## src/hdl/bxavg_pkg.sv

```systemverilog
// Shared types and constants for the box-average image downscaler.
package bxavg_pkg;

  // Payload field widths
  localparam int unsigned SRC_COL_W = 10;
  localparam int unsigned SRC_ROW_W = 9;
  localparam int unsigned COLOR_W   = 16;
  localparam int unsigned OUT_IDX_W = 10;
  localparam int unsigned CHAN_W    = 8;
  localparam int unsigned COUNT_W   = 5;

  // Configuration register widths and reset values
  localparam int unsigned START_X_W = 10;
  localparam int unsigned START_Y_W = 9;
  localparam int unsigned STEP_W    = 26;
  localparam int unsigned CFG_IDX_W = 2;
  localparam int unsigned CFG_DAT_W = 26;
  localparam logic [STEP_W-1:0] STEP_RESET = 26'd476625;

  // Fixed-point centre arithmetic
  localparam int unsigned FRAC_W  = 16;
  localparam int unsigned PROD_W  = OUT_IDX_W + STEP_W;
  localparam int unsigned COORD_W = 22;

  // Divider: averages never exceed 252, so eight quotient bits suffice
  localparam int unsigned QUOT_W     = 8;
  localparam int unsigned QUOT_CNT_W = 3;

  typedef enum logic {
    CMD_WRITE  = 1'b0,
    CMD_SAMPLE = 1'b1
  } cmd_t;

  typedef enum logic [CFG_IDX_W-1:0] {
    REG_START_X = 2'd0,
    REG_START_Y = 2'd1,
    REG_STEP_X  = 2'd2,
    REG_STEP_Y  = 2'd3
  } cfg_reg_t;

  typedef enum logic [3:0] {
    ST_IDLE,
    ST_MUL_X,
    ST_MUL_Y,
    ST_ORIGIN,
    ST_SCAN,
    ST_DRAIN,
    ST_DIV_LOAD,
    ST_DIVIDE,
    ST_FINISH
  } state_t;

endpackage

```

## src/hdl/bxavg_divider.sv

```systemverilog
// Restoring divider, one quotient bit per cycle, three color lanes in step.
module bxavg_divider #(
  parameter int unsigned SUM_W = 13,
  parameter int unsigned CNT_W = 5
) (
  input  logic                        clk,
  input  logic                        rst,
  input  logic                        start,
  input  logic [SUM_W-1:0]            sum_red,
  input  logic [SUM_W-1:0]            sum_green,
  input  logic [SUM_W-1:0]            sum_blue,
  input  logic [CNT_W-1:0]            divisor,
  output logic [bxavg_pkg::QUOT_W-1:0] quot_red,
  output logic [bxavg_pkg::QUOT_W-1:0] quot_green,
  output logic [bxavg_pkg::QUOT_W-1:0] quot_blue,
  output logic                        done
);
  import bxavg_pkg::*;

  localparam int unsigned LANES = 3;

  logic [SUM_W-1:0]      rem  [LANES];
  logic [QUOT_W-1:0]     quot [LANES];
  logic [SUM_W-1:0]      load [LANES];
  logic [SUM_W-1:0]      dsh;
  logic [QUOT_CNT_W-1:0] step;
  logic                  busy;

  assign load[0] = sum_red;
  assign load[1] = sum_green;
  assign load[2] = sum_blue;

  // Control
  always_ff @(posedge clk) begin
    if (rst) begin
      busy <= 1'b0;
      done <= 1'b0;
      step <= '0;
    end else begin
      done <= 1'b0;
      if (start) begin
        busy <= 1'b1;
        step <= '0;
      end else if (busy) begin
        step <= step + 1'b1;
        if (step == QUOT_CNT_W'(QUOT_W - 1)) begin
          busy <= 1'b0;
          done <= 1'b1;
        end
      end
    end
  end

  // Datapath: compare against divisor shifted to the current quotient bit
  always_ff @(posedge clk) begin
    if (start) begin
      dsh <= SUM_W'(divisor) << (QUOT_W - 1);
      for (int i = 0; i < LANES; i++) begin
        rem[i]  <= load[i];
        quot[i] <= '0;
      end
    end else if (busy) begin
      dsh <= dsh >> 1;
      for (int i = 0; i < LANES; i++) begin
        if (rem[i] >= dsh) begin
          rem[i]  <= rem[i] - dsh;
          quot[i] <= {quot[i][QUOT_W-2:0], 1'b1};
        end else begin
          quot[i] <= {quot[i][QUOT_W-2:0], 1'b0};
        end
      end
    end
  end

  assign quot_red   = quot[0];
  assign quot_green = quot[1];
  assign quot_blue  = quot[2];

endmodule

```

## config.mk

```make
export PLATFORM = sky130hd
export DESIGN_NAME = bxavg_divider
export DESIGN_NICKNAME = d
export VERILOG_FILES = /design/src/hdl/bxavg_pkg.sv /design/src/hdl/bxavg_divider.sv
export SDC_FILE = /design/constraint.sdc
export NUM_CORES = 1
export LEC_CHECK = 0
export ABC_AREA = 1
export BUFFER_PORTS_ARGS = -buffer_cell sky130_fd_sc_hd__buf_4
export CAP_MARGIN = 15
export CORE_MARGIN = 2
export CORE_UTILIZATION = 35
export CTS_BUF_LIST = sky130_fd_sc_hd__clkbuf_4 sky130_fd_sc_hd__clkbuf_8
export DETAILED_ROUTE_END_ITERATION = 8
export GPL_TIMING_DRIVEN = 0
export PLACE_DENSITY = 0.6
export SLEW_MARGIN = 15
export SYNTH_ARGS = -nofsm -noshare
export SYNTH_HDL_FRONTEND = slang
export SYNTH_SLANG_ARGS = --single-unit
```

## constraint.sdc

```tcl
create_clock -name clk -period 2.54 [get_ports clk]
set_input_delay 0.762 -clock clk [delete_from_list [all_inputs] [get_ports clk]]
set_output_delay 0.762 -clock clk [all_outputs]
set_load 0.01 [all_outputs]
```

==> out/summary.md <==
The logs give 0 for the count of nets left with antenna violations after detail routing and 4 for the number of optimization iterations in the first detailed-route pass. Data arrives at the worst endpoint at 2.43 ns. The total overflow left after global routing is 0.

The number of antenna violations at the first check in global routing is 0. In the routed layout, each cell is associated on average with a via count of 4.83. The core region is 15000 µm². The power per cell area came out at 709 nW/µm².

The critical path goes through inv_2, ha_1, nand2_1, nor2_1, nand2_1, nor2_1, nor2_1, nand3_1, nand2_2, clkbuf_4, nand2_4. Summing every instance area after synthesis gives 5310 µm². The hold violation count in the final report came out at 0. The logs give 0.353 for the starting density of the core and 0 for the hold-fix buffer count after cts. Ranked by total cell area, the synthesized netlist is headed by edfxtp_1 (38%), nand2_1 (14%), ha_1 (9.0%). The run gives 80 as the number of sinks driven by the clock tree. Routability-driven placement finished with a final weighted congestion of 0.870. Source of the worst register-to-register timing path: dsh[8]$_DFFE_PP_.

For flop-to-flop paths, the worst setup slack is 0.18 ns. The fraction of layout instances using a drive strength above 1 was 0.180; the max-slew headroom at the worst pin was 0.517. The class of the most critical hold timing path is reg -> reg. The netlist uses 32 different library cells. The worst register-to-register path ends at rem[0][10]$_DFFE_PP_. Grouping stages by cell kind, the critical path spends the most delay in simple AND/OR/NAND/NOR gates. Synthesis produced 663 cells. In the layout the commonest cells are nand2_1 (194), inv_1 (77), buf_4 (73). The floorplan step set the die width to 127 µm. The vias after detailed routing was 4542.

Summed over all instances, the cell type with the most area after synthesis is edfxtp_1. The number of antenna diodes in the final layout is 0. The post-synthesis net count is 751.

The worst register-to-register path has a depth of 11. The clock tree buffer depth is 2, and the number of global-route vias before repair is 4266. Data on the critical path is required at its endpoint by 2.61 ns. The final layout contains routed wiring with a total length of 13900 µm. The cell sitting at the root of the clock tree is a clkbuf_8. Setup repair after global routing left no endpoint under its margin.

The sequential element share of the synthesized area was 0.428. The worst path in the final design needs a cycle of 2.36 ns, including I/O delays and setup. The maximum cell stage delay along the critical path works out to 0.38 ns. The layout-stage area growth over the synthesis result is 19.5%, and the CTS buffer count is 9. Port buffering added 70 buffers. Setup violations remaining at the end of the flow were counted as 0. Registers take 2280 µm². The highest clock rate came out at 423 MHz. The run gives 0.175 as the combined global-route utilization of all metal layers. DRC violations left: 0. The depth of the worst hold-timing path was 2.

The run gives 0.38 ns as the source-to-sink clock delay at the later pin of the worst-skew pair. The setup path with the least slack is of type reg -> reg. For this design the top-level I/O count stands at 72.

After detailed placement, the design holds a cell count of 922. The wire length per cell was 14.7 µm. At the pin with the least slew margin, the transition time is 0.720 ns.

Global-route wire length before repair: 21800 µm. From bottom edge to top edge, the die measures 127 µm. For this run, the number of standard cells in the final layout without fillers is 940. The critical path buffer and inverter count is 2.

The multi-input combinational cells in the finished layout cover a total of 2620 µm². STA classifies the critical path startpoint as a flip-flop. The H-tree generated during clock tree synthesis spans 3 levels. Entering global routing, the biggest net connects 21 pins. Counting the fill cells in the layout gives 1568.

The highest fanout seen on the critical path is 13, and the post-synthesis register bit count is 80. The largest individual stage delay along the critical path comes from the cell ha_1. The logs give 0 for the number of slew-limit violations in the final report and 10400 µm for the sum of net half-perimeters after detailed placement. The startpoint identified for the worst hold timing path is step[1]$_SDFFE_PP0P_.

The die covers 16200 µm². The power after layout is 0.00450 W. The logs give 45 for the number of standard-cell rows in the floorplan and 3.03 nW for the leakage power of the design. The final cycle utilization of the critical path is 0.930, and the post-synthesis area per instance is 8.01 µm².

Leaving out fill and tap cells, the most frequent cell in the layout is nand2_1. The clock-pin slew reported for the worst setup and hold paths after clock tree synthesis was 0.09 ns; the final worst clock skew was 0.0133 ns. The proportion of netlist area held by the largest area contributor works out to 0.379.

The number of max-cap violations was 0. For the layout net count, the log shows 835. Yosys printed 0 warnings.

The worst hold path terminates at step[1]$_SDFFE_PP0P_. After the first detailed-routing iteration, the DRC count stood at 232. VDD sags by at most 0.271 mV. STA classifies the critical path endpoint as a flip-flop. The run finished with clean final reports. TritonCTS built the clock tree. In this design, the critical path's most frequently occurring cell is nor2_1.
-- cell families after synthesis --
group | after synthesis | synth area share
adder cells (fa/ha/maj) | 41 | 0.101
flip-flops | 80 | 0.428
AND/OR/NAND/NOR | 341 | 0.278
buffers and inverters | 115 | 0.0856
XOR/XNOR | 26 | 0.0429
AO/OA/AOI/OAI | 60 | 0.0643
-- report_power, final --
part	total (W)	internal [W]	switching, W
clock	0.000936	0.000401	0.000535
combinational	0.00184	0.000715	0.00112
sequential	0.00173	0.00166	0.0000706
total	0.00450	0.00277	0.00173
-- synthesized netlist by cell type --
cell type,instances
a211oi_1,1
a21boi_0,1
a21o_1,3
a21oi_1,26
a21oi_2,1
a31oi_1,1
buf_1,1
buf_2,6
buf_6,2
clkbuf_1,11
clkinv_1,1
dfxtp_1,13
edfxtp_1,67
fa_1,3
ha_1,38
inv_1,88
inv_2,6
nand2_1,198
nand2_2,3
nand3_1,26
nand3_2,3
nand3b_1,2
nand4_1,48
nor2_1,55
nor3_1,3
o21ai_0,14
o21bai_1,6
o22ai_1,7
or2_0,1
or2_2,2
xnor2_1,7
xor2_1,19
-- worst reg2reg max path: cells and delay by family (launching register included) --
kind / cells / cell delay [ns]
and+or+nand+nor: 8 / 0.96
buffers and inverters: 2 / 0.36
DFF: 1 / 0.35
adders and majority gates: 1 / 0.38
-- per-stage QoR --
step                instance area, µm²   util  setup TNS, ns  hold WS [ns]  worst slack, ns
floorplan                         5310      -              0         0.441            0.232
global placement                  6070  0.404         -41.92         0.457           -0.843
detailed placement                6080  0.405         -34.07         0.459           -0.879
CTS                               6310  0.420              0         0.473           0.0115
global route                      6340  0.422              0         0.497        0.0000151
finish                            6340  0.422              0         0.470            0.177
-- cell type report --
class | instances | area share
multi-input combinational | 468 | 0.413
sequential | 80 | 0.359
timing repair buffer | 73 | 0.0876
inverter | 95 | 0.0568
tap | 188 | 0.0371
clock buffer | 11 | 0.0229
buffer | 20 | 0.0174
clock inverter | 5 | 0.00631
-- flip-flops by register name, indices dropped and copies added, names as in the netlist --
name,cells
done,1
dsh,12
busy,1
rem,39
quot,24
step,3
-- worst max path at each step --
stage	from	cells after the start	end
4_1_cts	dsh[1]$_SDFFE_PP0P_	14	rem[0][30]$_DFFE_PP_
3_5_place_dp	dsh[1]$_SDFFE_PP0P_	11	rem[0][2]$_DFFE_PP_
2_1_floorplan	dsh[1]$_SDFFE_PP0P_	11	rem[0][13]$_DFFE_PP_
5_1_grt	dsh[7]$_DFFE_PP_	14	rem[0][28]$_DFFE_PP_
6_report	dsh[8]$_DFFE_PP_	11	rem[0][10]$_DFFE_PP_
3_3_place_gp	dsh[1]$_SDFFE_PP0P_	11	rem[0][13]$_DFFE_PP_
-- what timing repair did --
| item | in CTS | in global routing |
|---|---|---|
| buffers inserted | 0 | 2 |
| setup endpoints to repair | 80 | 75 |
| gates resized for setup | 15 | 18 |
-- metal layers --
layer,share of wire,wire (µm),up-vias,GRT usage
met4,0.013,181,0,0.0465
met1,0.48,6700,2054,0.235
li1,-,-,2376,-
met5,0,0,-,0
met2,0.46,6310,98,0.288
met3,0.048,664,14,0.0377
No activity file was read; power rests on OpenSTA's default activity.
